$ cat src/design/dbfm_pkg.sv
// Shared widths, constants and elaboration-time root table math for the busy-fraction meter.
package dbfm_pkg;

  localparam int CLK_W               = 32;
  localparam int BUSY_W              = 24;
  localparam int DECAY_W             = 27;
  localparam int SHIFT_W             = $clog2(CLK_W);
  localparam int LEVEL_FRAC_BITS_DEF = 16;
  localparam int EXP_TABLE_BITS_DEF  = 8;
  localparam logic [CLK_W-1:0] ABSENCE_LIMIT_S = 32'd1000000;

  // Integer square root of a 64-bit value, one result bit per pass.
  function automatic logic [63:0] isqrt64(input logic [63:0] v);
    logic [63:0] r;
    logic [63:0] b;
    logic [63:0] x;
    r = '0;
    x = v;
    b = 64'd1 << 62;
    for (int i = 0; i < 32; i++) begin
      if (x >= r + b) begin
        x = x - (r + b);
        r = (r >> 1) + b;
      end else begin
        r = r >> 1;
      end
      b = b >> 2;
    end
    return r;
  endfunction

  // Root k of one half in Q0.32: 2^(-2^-k), each root the truncated square root of the last.
  function automatic logic [31:0] exp_root(input int k);
    logic [63:0] root;
    root = 64'd1 << 31;
    for (int i = 1; i <= k; i++) begin
      root = isqrt64(root << 32);
    end
    return root[31:0];
  endfunction

endpackage

$ cat src/design/dbfm_if.sv
// Valid/ready channel interfaces for the event input and the level result.
interface dbfm_in_if;
  logic                         valid;
  logic                         ready;
  logic                         mode;
  logic [dbfm_pkg::CLK_W-1:0]   now_ms;
  logic [dbfm_pkg::CLK_W-1:0]   now_s;
  logic [dbfm_pkg::BUSY_W-1:0]  busy_ms;

  modport source (output valid, mode, now_ms, now_s, busy_ms, input ready);
  modport sink (input valid, mode, now_ms, now_s, busy_ms, output ready);
endinterface

interface dbfm_out_if #(parameter int LEVEL_W = dbfm_pkg::LEVEL_FRAC_BITS_DEF);
  logic               valid;
  logic               ready;
  logic [LEVEL_W-1:0] level;

  modport source (output valid, level, input ready);
  modport sink (input valid, level, output ready);
endinterface

$ cat src/design/decaying_busy_fraction_meter.sv
// Top level of the decaying busy-fraction meter: event sequencer, state and output register.
//
// Usage: each transaction on in_if is one event. mode 0 starts tracking: the level
// clears and the millisecond and second clocks are recorded. mode 1 reports a command
// that kept the unit busy for busy_ms: the level first decays over the idle gap since
// the last event, then is charged toward one for the busy time, with a half-life of
// decay_ms. Every event returns exactly one transaction on out_if carrying the level
// after the event as unsigned Q0.LEVEL_FRAC_BITS, saturated just below one.
// decay_ms is written through cfg_we/cfg_wdata; the user must do so only while no event
// is in flight, as the block does not enforce it. While decay_ms is zero, update events
// leave the level and clocks untouched and just report it. A start event or a disabled
// update goes from idle through the prepare state to done and into the output register.
// Each scaling (decay, then charge) runs the shared divider, which produces
// 32+EXP_TABLE_BITS quotient bits one per cycle, then the shared multiplier, which
// takes one root per cycle and then scales the value. An update runs the decay only
// for a nonzero gap and the charge only for nonzero busy time. One event is in work at
// a time; in_if.ready is high only while the sequencer is idle.
// Reset clears the level, the recorded clocks and decay_ms. If out_if is stalled, the
// finished level waits in the output register; a further event may be accepted, and
// its result is held back until the previous one has been taken.
module decaying_busy_fraction_meter #(
  parameter int LEVEL_FRAC_BITS = dbfm_pkg::LEVEL_FRAC_BITS_DEF,
  parameter int EXP_TABLE_BITS  = dbfm_pkg::EXP_TABLE_BITS_DEF
) (
  input  logic                          clk,
  input  logic                          rst_n,
  dbfm_in_if.sink                       in_if,
  dbfm_out_if.source                    out_if,
  input  logic                          cfg_we,
  input  logic [dbfm_pkg::DECAY_W-1:0]  cfg_wdata
);
  import dbfm_pkg::*;

  localparam int F = LEVEL_FRAC_BITS;
  localparam int E = EXP_TABLE_BITS;
  localparam int N = CLK_W + E;
  localparam logic [F:0] ONE = {1'b1, {F{1'b0}}};

  typedef enum logic [6:0] {
    S_IDLE = 7'b0000001,
    S_PREP = 7'b0000010,
    S_CHG  = 7'b0000100,
    S_DIV  = 7'b0001000,
    S_POW  = 7'b0010000,
    S_FIN  = 7'b0100000,
    S_DONE = 7'b1000000
  } state_t;

  state_t state_r;
  state_t state_nxt;

  logic [DECAY_W-1:0] decay_r;
  logic [F-1:0]       level_r;
  logic [CLK_W-1:0]   last_ms_r;
  logic [CLK_W-1:0]   last_s_r;

  // Captured event fields.
  logic               mode_r;
  logic [CLK_W-1:0]   now_ms_r;
  logic [CLK_W-1:0]   now_s_r;
  logic [BUSY_W-1:0]  busy_r;

  // Working value during an event; it can reach exactly one after a full charge.
  logic [F:0]         work_r;
  logic [CLK_W-1:0]   q_r;
  logic               phase_chg_r;

  logic               out_valid_r;
  logic [F-1:0]       out_level_r;

  logic [CLK_W-1:0]   ds;
  logic [CLK_W-1:0]   gap;
  logic               absent;
  logic               busy_nz;
  logic               div_start;
  logic [N-1:0]       div_dividend;
  logic               div_busy;
  logic               div_done;
  logic [N-1:0]       div_quot;
  logic               pow_start;
  logic               pow_done;
  logic [F:0]         pow_scaled;
  logic [F:0]         shifted;
  logic [F-1:0]       sat_level;
  logic               accept;
  logic               out_load;

  assign accept   = in_if.valid && in_if.ready;
  assign out_load = (state_r == S_DONE) && (!out_valid_r || out_if.ready);

  // The seconds-clock difference wraps; a step backward (top bit set) never counts as absence.
  assign ds      = now_s_r - last_s_r;
  assign absent  = (ds > ABSENCE_LIMIT_S) && !ds[CLK_W-1];
  assign gap     = now_ms_r - CLK_W'(busy_r) - last_ms_r;
  assign busy_nz = busy_r != '0;

  // The divider computes floor(x * 2^E / decay): whole half-lives above, fraction below.
  assign div_start    = ((state_r == S_PREP) && mode_r && (decay_r != '0) && !absent
                         && (gap != '0))
                     || ((state_r == S_CHG) && busy_nz);
  assign div_dividend = (state_r == S_PREP) ? {gap, {E{1'b0}}}
                                            : {CLK_W'(busy_r), {E{1'b0}}};
  assign pow_start    = (state_r == S_DIV) && div_done;

  // Thirty-two or more whole half-lives leave nothing.
  assign shifted   = (q_r[CLK_W-1:SHIFT_W] != '0) ? '0 : (pow_scaled >> q_r[SHIFT_W-1:0]);
  assign sat_level = work_r[F] ? {F{1'b1}} : work_r[F-1:0];

  dbfm_div #(
    .EXP_TABLE_BITS (E)
  ) u_div (
    .clk      (clk),
    .rst_n    (rst_n),
    .start    (div_start),
    .dividend (div_dividend),
    .divisor  (decay_r),
    .busy     (div_busy),
    .done     (div_done),
    .quot     (div_quot)
  );

  dbfm_pow #(
    .LEVEL_FRAC_BITS (F),
    .EXP_TABLE_BITS  (E)
  ) u_pow (
    .clk    (clk),
    .rst_n  (rst_n),
    .start  (pow_start),
    .frac   (div_quot[E-1:0]),
    .value  (work_r),
    .done   (pow_done),
    .scaled (pow_scaled)
  );

  always_comb begin
    state_nxt = state_r;
    unique case (state_r)
      S_IDLE: if (accept) state_nxt = S_PREP;
      S_PREP: begin
        if (!mode_r || (decay_r == '0)) begin
          state_nxt = S_DONE;
        end else if (div_start) begin
          state_nxt = S_DIV;
        end else begin
          state_nxt = S_CHG;
        end
      end
      S_CHG:  state_nxt = busy_nz ? S_DIV : S_FIN;
      S_DIV:  if (div_done) state_nxt = S_POW;
      S_POW:  if (pow_done) state_nxt = phase_chg_r ? S_FIN : S_CHG;
      S_FIN:  state_nxt = S_DONE;
      S_DONE: if (out_load) state_nxt = S_IDLE;
      default: state_nxt = S_IDLE;
    endcase
  end

  always_ff @(posedge clk) begin
    if (!rst_n) begin
      state_r     <= S_IDLE;
      decay_r     <= '0;
      level_r     <= '0;
      last_ms_r   <= '0;
      last_s_r    <= '0;
      phase_chg_r <= 1'b0;
      out_valid_r <= 1'b0;
    end else begin
      state_r <= state_nxt;
      if (cfg_we) begin
        decay_r <= cfg_wdata;
      end
      if (out_load) begin
        out_valid_r <= 1'b1;
      end else if (out_if.ready) begin
        out_valid_r <= 1'b0;
      end
      if ((state_r == S_PREP) && !mode_r) begin
        level_r   <= '0;
        last_ms_r <= now_ms_r;
        last_s_r  <= now_s_r;
      end
      if (state_r == S_FIN) begin
        level_r   <= sat_level;
        last_ms_r <= now_ms_r;
        last_s_r  <= now_s_r;
      end
      if (state_r == S_PREP) begin
        phase_chg_r <= 1'b0;
      end else if (state_r == S_CHG) begin
        phase_chg_r <= 1'b1;
      end
    end
  end

  always_ff @(posedge clk) begin
    if (accept) begin
      mode_r   <= in_if.mode;
      now_ms_r <= in_if.now_ms;
      now_s_r  <= in_if.now_s;
      busy_r   <= in_if.busy_ms;
    end
    if (state_r == S_PREP) begin
      work_r <= absent ? '0 : {1'b0, level_r};
    end else if ((state_r == S_CHG) && busy_nz) begin
      // Charging scales the idle complement, then complements it back.
      work_r <= ONE - work_r;
    end else if ((state_r == S_POW) && pow_done) begin
      work_r <= phase_chg_r ? (ONE - shifted) : shifted;
    end
    if (pow_start) begin
      q_r <= div_quot[N-1:E];
    end
    if (out_load) begin
      out_level_r <= level_r;
    end
  end

  assign in_if.ready  = state_r == S_IDLE;
  assign out_if.valid = out_valid_r;
  assign out_if.level = out_level_r;

`ifndef SYNTHESIS
  a_single_event: assert property (@(posedge clk) disable iff (!rst_n)
    accept |=> !in_if.ready)
    else $error("second event accepted while one is in work");

  a_div_idle: assert property (@(posedge clk) disable iff (!rst_n)
    div_start |-> !div_busy)
    else $error("divider restarted while busy");

  a_work_range: assert property (@(posedge clk) disable iff (!rst_n)
    (state_r == S_FIN) |-> (work_r <= ONE))
    else $error("working level above one before saturation");

  a_clock_update: assert property (@(posedge clk) disable iff (!rst_n)
    !$stable(last_ms_r) |-> ($past(state_r) == S_PREP) || ($past(state_r) == S_FIN))
    else $error("recorded clock changed outside event completion");
`endif

endmodule

$ cat src/design/dbfm_div.sv
// Restoring radix-2 divider, one quotient bit per cycle.
module dbfm_div #(
  parameter int EXP_TABLE_BITS = dbfm_pkg::EXP_TABLE_BITS_DEF
) (
  input  logic                                            clk,
  input  logic                                            rst_n,
  input  logic                                            start,
  input  logic [dbfm_pkg::CLK_W+EXP_TABLE_BITS-1:0]       dividend,
  input  logic [dbfm_pkg::DECAY_W-1:0]                    divisor,
  output logic                                            busy,
  output logic                                            done,
  output logic [dbfm_pkg::CLK_W+EXP_TABLE_BITS-1:0]       quot
);
  import dbfm_pkg::*;

  localparam int N     = CLK_W + EXP_TABLE_BITS;
  localparam int CNT_W = $clog2(N + 1);

  logic [N-1:0]       quo_r;
  logic [DECAY_W-1:0] rem_r;
  logic [DECAY_W-1:0] divisor_r;
  logic [CNT_W-1:0]   cnt_r;
  logic               active_r;
  logic               done_r;
  logic [DECAY_W:0]   trial;
  logic               ge;

  // The dividend shifts out of the top of quo_r while quotient bits enter at the bottom.
  assign trial = {rem_r, quo_r[N-1]};
  assign ge    = trial >= {1'b0, divisor_r};

  always_ff @(posedge clk) begin
    if (!rst_n) begin
      active_r <= 1'b0;
      done_r   <= 1'b0;
      cnt_r    <= '0;
    end else begin
      done_r <= 1'b0;
      if (start) begin
        active_r <= 1'b1;
        cnt_r    <= CNT_W'(N);
      end else if (active_r) begin
        cnt_r <= cnt_r - CNT_W'(1);
        if (cnt_r == CNT_W'(1)) begin
          active_r <= 1'b0;
          done_r   <= 1'b1;
        end
      end
    end
  end

  always_ff @(posedge clk) begin
    if (start) begin
      quo_r     <= dividend;
      rem_r     <= '0;
      divisor_r <= divisor;
    end else if (active_r) begin
      rem_r <= ge ? DECAY_W'(trial - {1'b0, divisor_r}) : trial[DECAY_W-1:0];
      quo_r <= {quo_r[N-2:0], ge};
    end
  end

  assign busy = active_r;
  assign done = done_r;
  assign quot = quo_r;

endmodule

$ cat src/design/dbfm_pow.sv
// Fractional power-of-two scaler: builds 2^(-f/2^E) from a root table, then multiplies the value.
module dbfm_pow #(
  parameter int LEVEL_FRAC_BITS = dbfm_pkg::LEVEL_FRAC_BITS_DEF,
  parameter int EXP_TABLE_BITS  = dbfm_pkg::EXP_TABLE_BITS_DEF
) (
  input  logic                        clk,
  input  logic                        rst_n,
  input  logic                        start,
  input  logic [EXP_TABLE_BITS-1:0]   frac,
  input  logic [LEVEL_FRAC_BITS:0]    value,
  output logic                        done,
  output logic [LEVEL_FRAC_BITS:0]    scaled
);
  import dbfm_pkg::*;

  localparam int F      = LEVEL_FRAC_BITS;
  localparam int E      = EXP_TABLE_BITS;
  localparam int STEP_W = $clog2(E + 1);
  localparam int IDX_W  = $clog2(E);
  localparam int M_W    = CLK_W + 1;
  localparam int P_W    = M_W + CLK_W;

  logic [CLK_W-1:0] root_tbl [E];

  for (genvar k = 0; k < E; k++) begin : g_root
    localparam logic [CLK_W-1:0] ROOT_VAL = exp_root(k + 1);
    assign root_tbl[k] = ROOT_VAL;
  end

  logic              active_r;
  logic              done_r;
  logic [STEP_W-1:0] step_r;
  logic [E-1:0]      frac_r;
  logic [F:0]        value_r;
  logic [M_W-1:0]    m_r;
  logic [F:0]        scaled_r;
  logic              last_step;
  logic [CLK_W-1:0]  mul_b;
  logic [P_W-1:0]    prod;

  assign last_step = step_r == STEP_W'(E);
  // One multiplier serves the root steps and the final scaling of the value.
  assign mul_b = last_step ? CLK_W'(value_r) : root_tbl[step_r[IDX_W-1:0]];
  assign prod  = P_W'(m_r) * P_W'(mul_b);

  always_ff @(posedge clk) begin
    if (!rst_n) begin
      active_r <= 1'b0;
      done_r   <= 1'b0;
      step_r   <= '0;
    end else begin
      done_r <= 1'b0;
      if (start) begin
        active_r <= 1'b1;
        step_r   <= '0;
      end else if (active_r) begin
        if (last_step) begin
          active_r <= 1'b0;
          done_r   <= 1'b1;
        end else begin
          step_r <= step_r + STEP_W'(1);
        end
      end
    end
  end

  always_ff @(posedge clk) begin
    if (start) begin
      frac_r  <= frac;
      value_r <= value;
      m_r     <= {1'b1, {CLK_W{1'b0}}};
    end else if (active_r) begin
      if (last_step) begin
        scaled_r <= prod[CLK_W+F:CLK_W];
      end else begin
        // Fraction bits are consumed most significant first, one root per cycle.
        if (frac_r[E-1]) begin
          m_r <= prod[P_W-1:CLK_W];
        end
        frac_r <= frac_r << 1;
      end
    end
  end

  assign done   = done_r;
  assign scaled = scaled_r;

endmodule
$ cat src/flat_wrapper.sv
// flat-port wrapper written by rule: the top's interface ports become plain ports
module decaying_busy_fraction_meter_flat import dbfm_pkg::*;
#(
  parameter int LEVEL_FRAC_BITS = dbfm_pkg::LEVEL_FRAC_BITS_DEF,
  parameter int EXP_TABLE_BITS  = dbfm_pkg::EXP_TABLE_BITS_DEF
)
  (clk, rst_n, cfg_we, cfg_wdata, in_if_valid, in_if_mode, in_if_now_ms, in_if_now_s, in_if_busy_ms, in_if_ready, out_if_valid, out_if_level, out_if_ready);
  dbfm_in_if in_if_i ();
  dbfm_out_if out_if_i ();
  input  logic clk;
  input  logic rst_n;
  input  logic cfg_we;
  input  logic [dbfm_pkg::DECAY_W-1:0] cfg_wdata;
  input wire logic [$bits(in_if_i.valid)-1:0] in_if_valid;
  input wire logic [$bits(in_if_i.mode)-1:0] in_if_mode;
  input wire logic [$bits(in_if_i.now_ms)-1:0] in_if_now_ms;
  input wire logic [$bits(in_if_i.now_s)-1:0] in_if_now_s;
  input wire logic [$bits(in_if_i.busy_ms)-1:0] in_if_busy_ms;
  output wire logic [$bits(in_if_i.ready)-1:0] in_if_ready;
  output wire logic [$bits(out_if_i.valid)-1:0] out_if_valid;
  output wire logic [$bits(out_if_i.level)-1:0] out_if_level;
  input wire logic [$bits(out_if_i.ready)-1:0] out_if_ready;
  assign in_if_i.valid = in_if_valid;
  assign in_if_i.mode = in_if_mode;
  assign in_if_i.now_ms = in_if_now_ms;
  assign in_if_i.now_s = in_if_now_s;
  assign in_if_i.busy_ms = in_if_busy_ms;
  assign in_if_ready = in_if_i.ready;
  assign out_if_valid = out_if_i.valid;
  assign out_if_level = out_if_i.level;
  assign out_if_i.ready = out_if_ready;
  decaying_busy_fraction_meter #(.LEVEL_FRAC_BITS(LEVEL_FRAC_BITS), .EXP_TABLE_BITS(EXP_TABLE_BITS)) u_core (.clk(clk), .rst_n(rst_n), .in_if(in_if_i), .out_if(out_if_i), .cfg_we(cfg_we), .cfg_wdata(cfg_wdata));
endmodule
$ cat config.mk
export PLATFORM = sky130hd
export DESIGN_NAME = decaying_busy_fraction_meter_flat
export DESIGN_NICKNAME = d
export VERILOG_FILES = /design/src/design/dbfm_pkg.sv /design/src/design/dbfm_if.sv /design/src/design/decaying_busy_fraction_meter.sv /design/src/design/dbfm_div.sv /design/src/design/dbfm_pow.sv /design/src/flat_wrapper.sv
export SDC_FILE = /design/constraint.sdc
export NUM_CORES = 2
export LEC_CHECK = 0
export BUFFER_PORTS_ARGS = -buffer_cell sky130_fd_sc_hd__buf_4
export CORE_MARGIN = 1
export CORE_UTILIZATION = 36
export CTS_BUF_LIST = sky130_fd_sc_hd__clkbuf_8 sky130_fd_sc_hd__clkbuf_16
export DETAILED_ROUTE_END_ITERATION = 6
export GPL_TIMING_DRIVEN = 1
export HOLD_SLACK_MARGIN = 0.03
export SLEW_MARGIN = 10
export SYNTH_ARGS = -nofsm -noshare
export SYNTH_HDL_FRONTEND = slang
export SYNTH_HIERARCHICAL = 1
export SYNTH_SLANG_ARGS = --single-unit
$ cat constraint.sdc
create_clock -name clk -period 11.6 [get_ports clk]
set_clock_uncertainty 0.05 [all_clocks]
set_input_delay 1.16 -clock clk [delete_from_list [all_inputs] [get_ports clk]]
set_output_delay 1.16 -clock clk [all_outputs]
set_load 0.005 [all_outputs]
==> Yosys cells after proc, flatten, opt, wreduce, memory -nomap -nowiden <==
Memories as Yosys holds them, arrays and structs flattened.
Cells that the tools add are included.
{ "classes": {"eq_ne": 14, "n_shift": 1, "mul": 1, "reduce_logical": 38, "muxes": 44, "bitwise_logic": 6, "n_addsub": 8, "magnitude_cmp": 3} }
{ "ops": {"columns": ["cell", "count"], "rows": [
  ["32-bit 2-to-1 mux", 7],
  ["40-bit 2-to-1 mux", 3],
  ["17-bit 2-to-1 mux", 5],
  ["33-bit by 32-bit multiplier with 65-bit output", 1],
  ["16-bit 2-to-1 mux", 4],
  ["32-bit subtractor", 2],
  ["27-bit nonzero test", 2],
  ["7-bit case mux with 7 select lines", 1],
  ["7-bit 2-to-1 mux", 5],
  ["17-bit subtractor (first input constant)", 2],
  ["32-bit by 20-bit > comparator with 1-bit output (second input constant)", 1],
  ["32-bit nonzero test", 1],
  ["32-bit by 24-bit subtractor with 32-bit output", 1],
  ["28-bit by 27-bit >= comparator with 1-bit output", 1],
  ["27-bit zero test", 1],
  ["27-bit 2-to-1 mux", 1],
  ["27-bit subtractor", 1],
  ["6-bit 2-to-1 mux", 4],
  ["8-bit 2-to-1 mux", 3],
  ["24-bit nonzero test", 1],
  ["17-bit by 5-bit >> shifter with 17-bit output", 1],
  ["1-bit logical AND", 11],
  ["1-bit 2-to-1 mux", 10],
  ["2-bit nonzero test", 4],
  ["25 further kinds", 42]
]} }
{ "totals": {"rom_bits": 256, "mem_count": 1, "word_cells": 144, "reg_bits": 453, "output_inout_bits": 18, "input_bits": 121} }
{ "mem_list": {"columns": ["memory", "depth", "width", "rd", "rd_ports_with_merged_regs", "wr", "line_no", "source"], "rows": [
  ["(no name shown)", 8, 32, 1, 0, 0, "dbfm_pow.sv:43", "assign mul_b = last_step ? CLK_W'(value_r) : root_tbl[step_r[IDX_W-1:0]];"]
]} }

==> Depth between registers and ports, before layout <==
{ "depth": {"word_depth": 10, "ltp_mapped": 36, "ltp_nobuf": 34} }

==> Hierarchy <==
Netlist, hierarchy kept.
{ "modules_own_cells": {"columns": ["mod", "instances", "seq_area_each_um2", "cells_each", "area_per_inst_um2"], "rows": [
  ["dbfm_pow", 1, 2042.0, 3996, 36670.2],
  ["decaying_busy_fraction_meter", 1, 6946.7, 1774, 16609.7],
  ["dbfm_div", 1, 2712.6, 538, 5594.1]
]} }

==> Least setup slack after synthesis <==
Ideal clock, no wire load.
{ "synth_timing": {"kind": "reg2reg", "start": "register u_core.u_pow.step_r[0]", "end": "register u_core.u_pow.m_r[26]", "setup_ns": 0.091, "synth_period_minus_slack_ns": 8.881, "stages_incl_launch_ff": 34, "t_required_ns": 11.459, "slack_ns": 2.719, "path_buffers": 4, "arrival_time_ns": 8.740, "cell_sequence": "dfxtp_1 > inv_1 > ha_1 > and2_1 > clkbuf_1 > nand2_1 > clkbuf_1 > nor2_1 > a21oi_1 > clkbuf_1 > nand2_1 > fa_1 > inv_1 > fa_1 > inv_1 > fa_1 > fa_1 > inv_1 > fa_1 > fa_1 > fa_1 > fa_1 > ha_1 > clkbuf_1 > a21oi_1 > o21ai_0 > a21oi_1 > nor3_1 > a21o_1 > a211oi_2 > o31ai_4 > a41oi_1 > or3_1 > a311oi_1"} }
{ "synth_via": {"elab_chain_cells": 6, "elab_cells_between_ends": 9, "classes_between": "mul (1); eq/ne (1); mux (3); bitwise (2); reduce/logical (1); memory (1)"} }
{ "synth_lines": {"columns": ["element", "line_no", "source"], "rows": [
  ["start: declaration", "dbfm_pow.sv:32", "logic [STEP_W-1:0] step_r;"],
  ["start signal: assignment", "dbfm_pow.sv:61", "step_r <= step_r + STEP_W'(1);"],
  ["3-bit NOT with 4-bit output (implied by the code)", "dbfm_pow.sv:43", null],
  ["memory 8 x 32 bit", null, null],
  ["32-bit 2-to-1 mux (implied by the code) (2 in series)", "dbfm_pow.sv:43", null],
  ["32-bit 2-to-1 mux", "dbfm_pow.sv:43", null],
  ["33-bit by 32-bit multiplier with 65-bit output", "dbfm_pow.sv:44", "assign prod = P_W'(m_r) * P_W'(mul_b);"],
  ["end signal: assignment", "dbfm_pow.sv:71", "m_r <= {1'b1, {CLK_W{1'b0}}};"],
  ["end signal: assignment", "dbfm_pow.sv:78", "m_r <= prod[P_W-1:CLK_W];"],
  ["end: declaration", "dbfm_pow.sv:35", "logic [M_W-1:0] m_r;"]
]} }
Several ways; a longest one is shown, not always the timed one. The select of a mux whose other input is x is not followed.
A chain may end at the register's enable or synchronous reset.

==> Worst setup path after layout <==
{ "layout_timing": {"start": "register u_core.u_pow.step_r[0]", "end": "register u_core.u_pow.m_r[27]"} }
The elaborated chain is that of the path after synthesis.

==> results.cfg <==
[drt]
wl_mm = 167
first_iter_violations = 2954
num_vias = 43900
top_layer_used = met4
wl_met3_mm = 10.1
via_per_inst = 5.18
ant_nets = 0
wire_per_inst_um = 19.7
dr_wl_met2_mm = 79.4
drt-met1-wl_mm = 71.9
drcViolationCount = 0
first_pass_iters = 5

[sta]
fmax_mhz = 93.8
worst_slew_pin_slew_ps = 1280
hold_viol = 0
setup_viol = 0
grt_setup_unrepaired = no
min_period_ps = 10660
setup_slack_ps = 935
fin_setup_tns_ps = 0
slew_headroom_pct = 14.4
fin_crit_sh_pct = 91.9
timing.final.max_slew_violations = 0

[layout]
layout.nets = 7687
layout.cells.most_common = inv_1
final_cell_mix = 1041 x inv_1, 951 x fa_1, 834 x nand2_1
drive_gt1_share_pct = 7.48
synthToLayoutAreaGrowth_pct = 8.31

[synth]
ys_ff_latch = 453
synth_xor_area_share_pct = 1.80
yosysSeqAreaShare_pct = 19.9
synth.distinct_cells = 102
synth_adder_area_share_pct = 40.2
ys_warn_count = 6
synth_compound_area_share_pct = 9.66
async_flop_share_pct = 0
synth_edf_count = 263
synth_top_family_by_area = adder cells
synthCells = 6308
synth_mux_area_share_pct = 2.47
synth-simple-area-share_pct = 17.0
synth_ff_type = edfxtp_1
synth_area_um2 = 58900
postSynthAreaPerCell_um2 = 9.33

[critical_path]
cp.arrival_ps = 11080
endpoint_kind = flip-flop
cp_slowest_cell = a21o_1
cpMostUsedCell = fa_1
cp-start-kind = flip-flop
max_stage_delay_ps = 690
rr_worst_depth = 30
critPathMaxFanout = 22
worstPathRequired_ps = 12020
critPathKind = reg2reg

[clock_network]
post-cts-setup-buffer-count = 0
cts_inserted_buffers = 50
cts_root_buf = clkbuf_16
path_clk_slew_ps = 60
ctsResizeCount = 0
ctsHoldBuffers = 0
clock_sinks = 453
clock_latency_ps = 620
cts_tree = done
htreeDepth = 2
cts_buffer_depth = 3

[die]
ioPinCount = 139
die_area_um2 = 165000
die_x_um = 406
row_count = 148
initial_core_util_pct = 36.2
core-area_um2 = 163000
die-height_um = 406

[flow_run]
maxCapViolations = 0

[placement]
portBuffers = 138
hpwl_mm = 130
gp_congestion = 0.926
pre_cts_ws_ps = 906

[global_routing]
grt_max_degree = 77
grt_util_all_layers_pct = 20.6
antenna_found_initial = 3
grt_overflow = 0
grt_first_pass_wirelength_mm = 266
grt_pass1_vias = 46100

[worst_hold_path]
hold_path.class = reg2reg
hold_path_depth = 0

[power_and_ir_drop]
p_leak_uw = 0.0285
p_per_area_nw_per_um2 = 86.0
peakVddDrop_v = 0.000140

[run_status]
status = complete, no violations
[kinds of logic after synthesis]
| logic type | Yosys count |
|---|---|
| AO/OA/AOI/OAI | 860 |
| XOR/XNOR | 121 |
| adder cells (fa/ha/maj) | 1322 |
| buffers and inverters | 1383 |
| flip-flops | 453 |
| multiplexers | 116 |
| other | 1 |
| AND/OR/NAND/NOR | 2052 |
[power breakdown]
part	total, uW	internal (uW)	switching (uW)
logic	1930	752	1170
registers	1960	1850	110
clock network	1600	891	708
total	5480	3490	1990
[layer usage]
layer,vias up,global-route usage [%]
met5,-,0
li1,20000,-
met4,0,6.22
met1,22300,27.6
met2,1292,34.6
met3,265,2.67
[cell usage after synthesis (42+ instances only)]
master,n,area share (%)
fa_1,951,32
a21o_1,70,0.89
dfxtp_1,190,6.5
xnor2_1,67,1.0
mux2i_1,48,0.82
a211oi_1,50,0.64
a21oi_1,227,1.9
edfxtp_1,263,13
and2_1,490,5.2
a21boi_0,92,1.2
nand4_1,42,0.45
nand3_1,107,0.91
nor2b_1,47,0.50
inv_1,1034,6.6
xor2_1,54,0.80
nand2_1,836,5.3
nor2_1,257,1.6
and3_1,58,0.62
ha_1,371,7.9
nor3_1,59,0.50
o21ai_0,178,1.5
nor4_1,44,0.47
clkbuf_1,312,2.0
mux2_2,52,0.99
[flip-flops by register name (all words and copies together) (netlist names), 32 cells and up]
signal,count
u_core/last_ms_r,32
u_core/now_s_r,32
u_core/last_s_r,32
u_core/u_pow/m_r,33
u_core/q_r,32
u_core/now_ms_r,32
u_core/u_div/quot,40
[critical path, delay by kind of cell, from the launching register on]
kind | cells | cell delay (ps)
buf+inv | 4 | 750
flops | 1 | 620
simple gates | 7 | 1540
fa+ha+maj | 10 | 4890
compound gates | 9 | 2610
[final cells by class]
class	instances	area [um^2]
Antenna cell	2	5.00
Clock buffer	50	1250
Clock inverter	44	393
Fill cell	16300	98800
Inverter	1037	3890
Multi-Input combinational cell	4479	42100
Sequential cell	453	11700
Tap cell	2175	2720
Timing Repair Buffer	223	1670
[metrics by stage]
step	total power, uW	hold WS [ps]	cell area, um^2	cells	util (%)
final	5480	396	63800	8463	39.2
after global routing	5840	399	63800	8461	39.2
after CTS	5530	396	63800	8461	39.2
after detailed placement	3900	383	62100	8367	38.2
after global placement	3880	379	62100	8367	38.2
after floorplan	3410	372	58900	6315	-
[path summary, 6_finish.rpt]
kind | from | end | slack, ps
worst max-delay path | u_core/u_pow/step_r[0]$_SDFFE_PP0P_ | u_core/u_pow/m_r[27]$_SDFFE_PP0P_ | 940
worst min-delay path | u_core/u_div/quot[20]$_DFFE_PP_ | u_core/q_r[12]$_DFFE_PP_ | 400
worst max register to register | u_core/u_pow/step_r[0]$_SDFFE_PP0P_ | u_core/u_pow/m_r[27]$_SDFFE_PP0P_ | 940
worst min register to register | u_core/u_div/quot[20]$_DFFE_PP_ | u_core/q_r[12]$_DFFE_PP_ | 400
Note: power is estimated with default switching activity, not from simulation.
